[src/rtl/double_ended_queue_defines.svh]
// Assertion macros for the double-ended queue.
// Both assume a clock named clk and an active-low reset named arst_n.
`ifndef DOUBLE_ENDED_QUEUE_DEFINES_SVH
`define DOUBLE_ENDED_QUEUE_DEFINES_SVH

`ifndef NO_ASSERTIONS
`define DQ_ASSERT(lbl, prop) \
	lbl: assert property (@(posedge clk) disable iff (!arst_n) (prop)) \
		else $error("dq assertion failed");
`define DQ_ASSERT_NEXT(lbl, ante, cons) \
	lbl: assert property (@(posedge clk) disable iff (!arst_n) (ante) |=> (cons)) \
		else $error("dq assertion failed");
`else
`define DQ_ASSERT(lbl, prop)
`define DQ_ASSERT_NEXT(lbl, ante, cons)
`endif

`endif

[src/rtl/dq_pkg.sv]
package dq_pkg;

	localparam int DEPTH  = 16;
	localparam int IDX_W  = $clog2(DEPTH);
	localparam int CNT_W  = $clog2(DEPTH + 1);
	localparam int WORD_W = 32;

	typedef logic [IDX_W-1:0]         idx_t;
	typedef logic [CNT_W-1:0]         cnt_t;
	typedef logic signed [WORD_W-1:0] word_t;

	typedef enum logic [2:0] {
		OP_PUSH_FRONT = 3'd0,
		OP_PUSH_REAR  = 3'd1,
		OP_POP_FRONT  = 3'd2,
		OP_POP_REAR   = 3'd3,
		OP_LIST       = 3'd4
	} op_e_t;

	typedef enum logic [1:0] {
		ST_OK    = 2'd0,
		ST_FULL  = 2'd1,
		ST_EMPTY = 2'd2
	} status_e_t;

	typedef struct packed {
		logic [2:0] op;
		word_t      value;
	} cmd_t;

	typedef struct packed {
		word_t      item_value;
		logic [1:0] status;
		logic       last;
	} res_t;

	typedef struct packed {
		logic  we;
		idx_t  waddr;
		word_t wdata;
		logic  re;
		idx_t  raddr;
	} ram_req_t;

	// (base + off) mod DEPTH; the sum stays below 2*DEPTH
	function automatic idx_t ring_add(idx_t base, cnt_t off);
		logic [CNT_W:0] sum;
		sum = (CNT_W+1)'(base) + (CNT_W+1)'(off);
		if (sum >= (CNT_W+1)'(DEPTH)) begin
			sum = sum - (CNT_W+1)'(DEPTH);
		end
		return idx_t'(sum);
	endfunction

endpackage

[src/rtl/dq_ram.sv]
module dq_ram #(
	parameter int DATA_W = 32,
	parameter int WORDS  = 16,
	parameter int ADDR_W = $clog2(WORDS)
) (
	input  logic              clk,
	input  logic              we,
	input  logic [ADDR_W-1:0] waddr,
	input  logic [DATA_W-1:0] wdata,
	input  logic              re,
	input  logic [ADDR_W-1:0] raddr,
	output logic [DATA_W-1:0] rdata
);

	logic [DATA_W-1:0] mem [WORDS];
	logic [DATA_W-1:0] rdata_q;

	always_ff @(posedge clk) begin
		if (we) begin
			mem[waddr] <= wdata;
		end
	end

	always_ff @(posedge clk) begin
		if (re) begin
			rdata_q <= mem[raddr];
		end
	end

	assign rdata = rdata_q;

endmodule

[src/rtl/dq_ctrl.sv]
`include "double_ended_queue_defines.svh"

module dq_ctrl import dq_pkg::*; (
	input  logic     clk,
	input  logic     arst_n,
	input  logic     cmd_valid,
	output logic     cmd_stall,
	input  cmd_t     cmd,
	output logic     res_valid,
	input  logic     res_stall,
	output res_t     res,
	output ram_req_t ram_req,
	input  word_t    ram_rdata
);

	typedef enum logic [1:0] {
		S_IDLE,
		S_POP,
		S_LIST_RD,
		S_LIST_DATA
	} state_t;

	state_t state_q;
	idx_t   head_q;
	cnt_t   cnt_q;
	cnt_t   idx_q;
	logic   res_valid_q;
	res_t   res_q;

	logic res_free;
	logic cmd_take;
	logic full;
	logic empty;
	logic last_idx;
	logic res_load;

	assign res_free  = !res_valid_q || !res_stall;
	assign cmd_take  = cmd_valid && (state_q == S_IDLE) && res_free;
	assign cmd_stall = !((state_q == S_IDLE) && res_free);
	assign full      = (cnt_q == cnt_t'(DEPTH));
	assign empty     = (cnt_q == '0);
	assign last_idx  = (cnt_t'(idx_q + 1'b1) == cnt_q);

	// a new transaction enters the output register this cycle
	always_comb begin
		res_load = 1'b0;
		case (state_q)
			S_IDLE: begin
				if (cmd_take) begin
					case (cmd.op)
						OP_PUSH_FRONT, OP_PUSH_REAR: res_load = 1'b1;
						OP_POP_FRONT, OP_POP_REAR, OP_LIST: res_load = empty;
						default: res_load = 1'b0;
					endcase
				end
			end
			S_POP:       res_load = 1'b1;
			S_LIST_DATA: res_load = res_free;
			default:     res_load = 1'b0;
		endcase
	end

	always_comb begin
		ram_req       = '0;
		ram_req.waddr = head_q;
		ram_req.wdata = cmd.value;
		ram_req.raddr = head_q;
		if (cmd_take) begin
			case (cmd.op)
				OP_PUSH_FRONT: begin
					ram_req.we    = !full;
					ram_req.waddr = ring_add(head_q, cnt_t'(DEPTH - 1));
				end
				OP_PUSH_REAR: begin
					ram_req.we    = !full;
					ram_req.waddr = ring_add(head_q, cnt_q);
				end
				OP_POP_FRONT: begin
					ram_req.re = !empty;
				end
				OP_POP_REAR: begin
					ram_req.re    = !empty;
					ram_req.raddr = ring_add(head_q, cnt_q - 1'b1);
				end
				default: ;
			endcase
		end else if (state_q == S_LIST_RD) begin
			ram_req.re    = 1'b1;
			ram_req.raddr = ring_add(head_q, idx_q);
		end
	end

	always_ff @(posedge clk or negedge arst_n) begin
		if (!arst_n) begin
			state_q     <= S_IDLE;
			head_q      <= '0;
			cnt_q       <= '0;
			idx_q       <= '0;
			res_valid_q <= 1'b0;
			res_q       <= '0;
		end else begin
			if (res_load) begin
				res_valid_q <= 1'b1;
			end else if (res_valid_q && !res_stall) begin
				res_valid_q <= 1'b0;
			end
			case (state_q)
				S_IDLE: begin
					if (cmd_take) begin
						res_q.item_value <= '0;
						res_q.last       <= 1'b1;
						case (cmd.op)
							OP_PUSH_FRONT, OP_PUSH_REAR: begin
								if (full) begin
									res_q.status <= ST_FULL;
								end else begin
									res_q.status <= ST_OK;
									cnt_q        <= cnt_q + 1'b1;
									if (cmd.op == OP_PUSH_FRONT) begin
										head_q <= ring_add(head_q, cnt_t'(DEPTH - 1));
									end
								end
							end
							OP_POP_FRONT, OP_POP_REAR: begin
								if (empty) begin
									res_q.status <= ST_EMPTY;
								end else begin
									cnt_q   <= cnt_q - 1'b1;
									state_q <= S_POP;
									if (cmd.op == OP_POP_FRONT) begin
										head_q <= ring_add(head_q, cnt_t'(1));
									end
								end
							end
							OP_LIST: begin
								if (empty) begin
									res_q.status <= ST_EMPTY;
								end else begin
									idx_q   <= '0;
									state_q <= S_LIST_RD;
								end
							end
							default: ;  // unused codes give no transaction
						endcase
					end
				end
				S_POP: begin
					// output register was free when the pop was taken
					res_q.item_value <= ram_rdata;
					res_q.status     <= ST_OK;
					res_q.last       <= 1'b1;
					state_q          <= S_IDLE;
				end
				S_LIST_RD: begin
					state_q <= S_LIST_DATA;
				end
				S_LIST_DATA: begin
					// read data holds until the next read is issued
					if (res_free) begin
						res_q.item_value <= ram_rdata;
						res_q.status     <= ST_OK;
						res_q.last       <= last_idx;
						if (last_idx) begin
							state_q <= S_IDLE;
						end else begin
							idx_q   <= idx_q + 1'b1;
							state_q <= S_LIST_RD;
						end
					end
				end
				default: state_q <= S_IDLE;
			endcase
		end
	end

	assign res_valid = res_valid_q;
	assign res       = res_q;

	`DQ_ASSERT(a_cnt_bound, cnt_q <= cnt_t'(DEPTH))
	`DQ_ASSERT(a_no_take_when_blocked, (res_valid_q && res_stall) |-> !cmd_take)
	`DQ_ASSERT_NEXT(a_pop_delivers, state_q == S_POP, res_valid_q && res_q.last)
	`DQ_ASSERT_NEXT(a_push_counts,
		cmd_take && !full && (cmd.op == OP_PUSH_FRONT || cmd.op == OP_PUSH_REAR),
		cnt_q == $past(cnt_q) + 1'b1)
	`DQ_ASSERT(a_list_idx_bound, (state_q == S_LIST_RD || state_q == S_LIST_DATA) |-> idx_q < cnt_q)

endmodule

[src/rtl/double_ended_queue.sv]
// Results: push and failed operations load the result register at acceptance; a pop
// first reads the entry RAM into its read register and loads the result in S_POP.
// Throughput: one operation at a time; a pop passes through S_POP, and a list reads
// entries one at a time via S_LIST_RD and S_LIST_DATA on the RAM's single read port.
// Reset (arst_n low) empties the queue: head index and count go to zero; the RAM
// keeps its contents and needs no clearing pass, the block is ready at once.
module double_ended_queue import dq_pkg::*; (
	input  logic clk,
	input  logic arst_n,
	input  logic cmd_valid,
	output logic cmd_stall,
	input  cmd_t cmd,
	output logic res_valid,
	input  logic res_stall,
	output res_t res
);

	ram_req_t ram_req;
	word_t    ram_rdata;

	dq_ctrl u_ctrl (
		.clk       (clk),
		.arst_n    (arst_n),
		.cmd_valid (cmd_valid),
		.cmd_stall (cmd_stall),
		.cmd       (cmd),
		.res_valid (res_valid),
		.res_stall (res_stall),
		.res       (res),
		.ram_req   (ram_req),
		.ram_rdata (ram_rdata)
	);

	dq_ram #(
		.DATA_W (WORD_W),
		.WORDS  (DEPTH),
		.ADDR_W (IDX_W)
	) u_ram (
		.clk   (clk),
		.we    (ram_req.we),
		.waddr (ram_req.waddr),
		.wdata (ram_req.wdata),
		.re    (ram_req.re),
		.raddr (ram_req.raddr),
		.rdata (ram_rdata)
	);

endmodule
[config.mk]
export PLATFORM = sky130hd
export DESIGN_NAME = double_ended_queue
export DESIGN_NICKNAME = d
export VERILOG_FILES = /design/src/rtl/dq_pkg.sv /design/src/rtl/dq_ram.sv /design/src/rtl/dq_ctrl.sv /design/src/rtl/double_ended_queue.sv
export VERILOG_INCLUDE_DIRS = /design/src /design/src/rtl
export SDC_FILE = /design/constraint.sdc
export NUM_CORES = 1
export LEC_CHECK = 0
export ABC_CLOCK_PERIOD_IN_PS = 7300
export BUFFER_PORTS_ARGS = -buffer_cell sky130_fd_sc_hd__buf_2
export CAP_MARGIN = 15
export CORE_ASPECT_RATIO = 2
export CORE_MARGIN = 5
export CORE_UTILIZATION = 50
export CTS_CLUSTER_SIZE = 24
export DETAILED_ROUTE_END_ITERATION = 6
export PLACE_DENSITY = 0.66
export SKIP_LAST_GASP = 1
export SLEW_MARGIN = 40
export SYNTH_ARGS = -nofsm -noshare
export SYNTH_HDL_FRONTEND = slang
export SYNTH_SLANG_ARGS = --single-unit
[constraint.sdc]
create_clock -name clk -period 7.3 [get_ports clk]
set_clock_uncertainty 0.2 [all_clocks]
set_input_delay 1.095 -clock clk [delete_from_list [all_inputs] [get_ports clk]]
set_output_delay 1.095 -clock clk [all_outputs]
set_load 0.02 [all_outputs]
==> impl_metrics.tcl <==
set metrics [dict create \
    outcome "finished, final reports clean" \
    drive_gt1_frac 0.142 \
    worst_r2r_endpoint "u_ram.rdata[5]$_DFFE_PP_" \
    most_area_consuming_cells_after_synthesis "edfxtp_1 (66%), mux2i_1 (19%), dfrtp_1 (5.3%)" \
    final_util 0.558 \
    ys.flop_type "edfxtp_1" \
    layout_commonest_cell "edfxtp_1" \
    synth_edf_count 544 \
    holdBufCountCts 0 \
    final_max_slew_viols 0 \
    r2r_cells 12 \
    synth-warning-count 0 \
    rsz_0062_raised_after_global_routing "false" \
    coreArea_mm2 0.0491 \
    dp.final_hpwl_um 28600 \
    post-cts-setup-buffers 0 \
    hold_path.class "reg -> reg" \
    postSynthAreaPerCell_um2 17.8 \
    route.detailed.wl_per_inst_um 24.4 \
    r2r_slack_ns 2.83 \
    floorplan.io_pins 76 \
    number_of_i_o_port_buffers 75 \
    layoutNonFillerInstCount 2152 \
    firstDrtPassIters 6 \
    layout-area-overhead-vs-synth_pct 11.1 \
    clk_pin_slew_ns 0.07 \
    floorplan.die_area_mm2 0.0541 \
    post-place-cells 2061 \
    async_s_r_ff_share_synth 0.0872 \
    r2r-start "u_ctrl.cnt_q[0]$_DFFE_PN0P_" \
    synth_cell_type_count 58 \
    place.gp.congestion 0.865 \
    register_bit_total_from_synthesis 596 \
    layout_common_cells "edfxtp_1 (544), mux2i_1 (470), buf_2 (75)" \
    placement_rows 115 \
    p_leak_nw 10.3 \
    total_power_consumption_of_the_routed_design_mw 11.8 \
    dieHeight_um 324 \
    crit_top_cell "mux2i_1" \
    cp_top_family "multiplexers" \
    setup-violations-final 0 \
    fin_hold_ws_ns 0.267 \
    clkSinkCount 596 \
    worst_ep_required_time_ns 7.41 \
    irDropWorstVdd_mv 0.461 \
    critPathSlowestCell "dfrtp_1" \
    timing_worst_slew_pin_value_ns 0.835 \
    hold_viol 0 \
    min_delay_worst_endpoint "u_ctrl.res[34]$_DFFE_PN0P_" \
    max_clock_freq_mhz 224 \
    grt_start_max_net_pins 81 \
    synth.largest_area_cell "edfxtp_1" \
    timing.hold.worst_path_depth 1 \
    synthesis.instances 1385 \
    endpoint_kind "register" \
    final_net_count 1526 \
    path_class "reg -> reg" \
    post-route-drc-count 0 \
    fin_crit_sh 0.612 \
    crit_chain "inv_1, ha_1, fa_1, xnor2_1, mux2i_1, mux2i_4, buf_12, buf_16, mux2i_1, mux2i_1, mux2i_1, mux2i_1" \
    power_density_mw_per_mm2 433 \
    vias 12200 \
    ctsHtreeMaxLevel 2 \
    worstPathArrival_ns 4.58 \
    start_util 0.502 \
    cp-start-kind "register" \
    synth-seq-area-share 0.716 \
    crit_path_max_fanout 80 \
    netlist.area_leader.share 0.663 \
    grt_use_total 0.193 \
    postCtsResizedCells 0 \
    number_of_buffers_between_clock_root_and_the_deepest_sink 3 \
    critical_path_cell_count 12 \
    chipWidth_um 167 \
    grt_pass1_vias 12600 \
    drt_iter0_drc 946 \
    clock-root-buffer "clkbuf_16" \
    maximum_capacitance_violations 0 \
    finalWorstPathRequiredPeriod_ns 4.47 \
    global_route.overflow_total 0 \
    cts_tree "yes" \
    worst_slew_margin_rel 0.439 \
    remaining_antenna_violation_count 0 \
    vias_per_cell 5.68 \
    cp_slowest_stage_delay_ns 0.53 \
    synthesis.nets 1442 \
    worst_skew_pair.late_latency_ns 0.58 \
    cts-buffers-inserted 49 \
    grt_pass1_wl_um 78800 \
    antenna_found_initial 2 \
    wl_um 52500 \
    critPathBufInv 3 \
    setup_tns_ns 0 \
    worstHoldStart "u_ram.rdata[31]$_DFFE_PP_" \
    cell_area_after_synthesis_mm2 0.0246 \
]
-- how the worst max path moves through the flow --
stage,startpoint,endpoint,slack [ns]
after floorplan,res_stall,u_ram.mem[1][0]$_DFFE_PP_,2.99
after global placement,res_stall,u_ram.rdata[30]$_DFFE_PP_,2.74
after detailed placement,res_stall,u_ram.rdata[4]$_DFFE_PP_,2.70
after CTS,u_ctrl.cnt_q[0]$_DFFE_PN0P_,u_ram.rdata[4]$_DFFE_PP_,2.79
after global routing,u_ctrl.cnt_q[0]$_DFFE_PN0P_,u_ram.rdata[7]$_DFFE_PP_,2.66
final,u_ctrl.cnt_q[0]$_DFFE_PN0P_,u_ram.rdata[5]$_DFFE_PP_,2.83
-- cell usage after synthesis (2+ instances only) --
cell / number
buf_6: 19
fa_1: 3
a21oi_1: 20
nor3b_1: 4
nand3_1: 10
or4_1: 2
o31ai_1: 2
buf_2: 12
or3_1: 2
nor2b_1: 2
clkbuf_1: 10
mux4_2: 2
a22o_1: 32
nand3b_1: 2
nor3_1: 5
o21a_1: 2
a211oi_1: 2
nand2b_1: 5
xor2_1: 9
nand2_1: 24
o21ai_0: 13
dfrtp_1: 52
edfxtp_1: 544
ha_1: 15
a21o_1: 6
inv_1: 10
xnor2_1: 14
nand4_1: 4
nor2_1: 30
buf_4: 29
mux2i_1: 470
and2_1: 3
-- worst reg2reg max path: stages (launching register included) --
cell,delay (ns)
dfrtp_1,0.53
inv_1,0.16
ha_1,0.36
fa_1,0.39
xnor2_1,0.24
mux2i_1,0.16
mux2i_4,0.51
buf_12,0.37
buf_16,0.43
mux2i_1,0.41
mux2i_1,0.10
mux2i_1,0.25
mux2i_1,0.10
-- cell families (layout without fill, tap and decap cells) --
family | after synthesis | after routing | synth area share
other | 0 | 1 | 0
DFF | 596 | 596 | 0.716
buffers and inverters | 83 | 206 | 0.0236
muxes | 474 | 474 | 0.194
and+or+nand+nor | 96 | 96 | 0.0189
AOI/OAI and AO/OA | 94 | 94 | 0.0286
adders and majority gates | 18 | 18 | 0.0101
xor gates and xnor gates | 24 | 24 | 0.00929
-- registers in the layout, indices dropped and copies added, names as in the netlist --
register	flops
u_ram.mem	512
u_ctrl.res	35
u_ram.rdata	32
u_ctrl.cnt_q	5
u_ctrl.idx_q	5
u_ctrl.head_q	4
u_ctrl.state_q	2
u_ctrl.res_valid	1
-- layout make-up --
class	count	area (µm²)
Antenna cell	1	2.50
Clock buffer	60	1330
Clock inverter	30	307
Fill cell	3712	21700
Inverter	11	41.3
Multi-Input combinational cell	706	6610
Sequential cell	596	17600
Tap cell	643	805
Timing Repair Buffer	105	653
-- metrics by stage --
stage	setup WS, ns	instance area, µm²
after floorplan	2.99	24600
after global placement	2.74	25700
after detailed placement	2.70	25700
after CTS	2.79	27400
after global routing	2.66	27400
final	2.83	27400
-- where the power goes --
group / total (mW) / internal, mW / switching, mW
sequential: 4.35 / 4.13 / 0.218
clock: 2.68 / 1.51 / 1.17
combinational: 4.82 / 2.11 / 2.71
-- metal layers --
metal | GRT usage | wire length (µm) | up-vias
met5 | 0 | 13 | -
met4 | 0.0621 | 1540 | 2
met3 | 0.0259 | 2050 | 99
met2 | 0.350 | 27600 | 275
met1 | 0.241 | 21200 | 6282
li1 | - | - | 5558
Power figures use the tool's default switching activity.
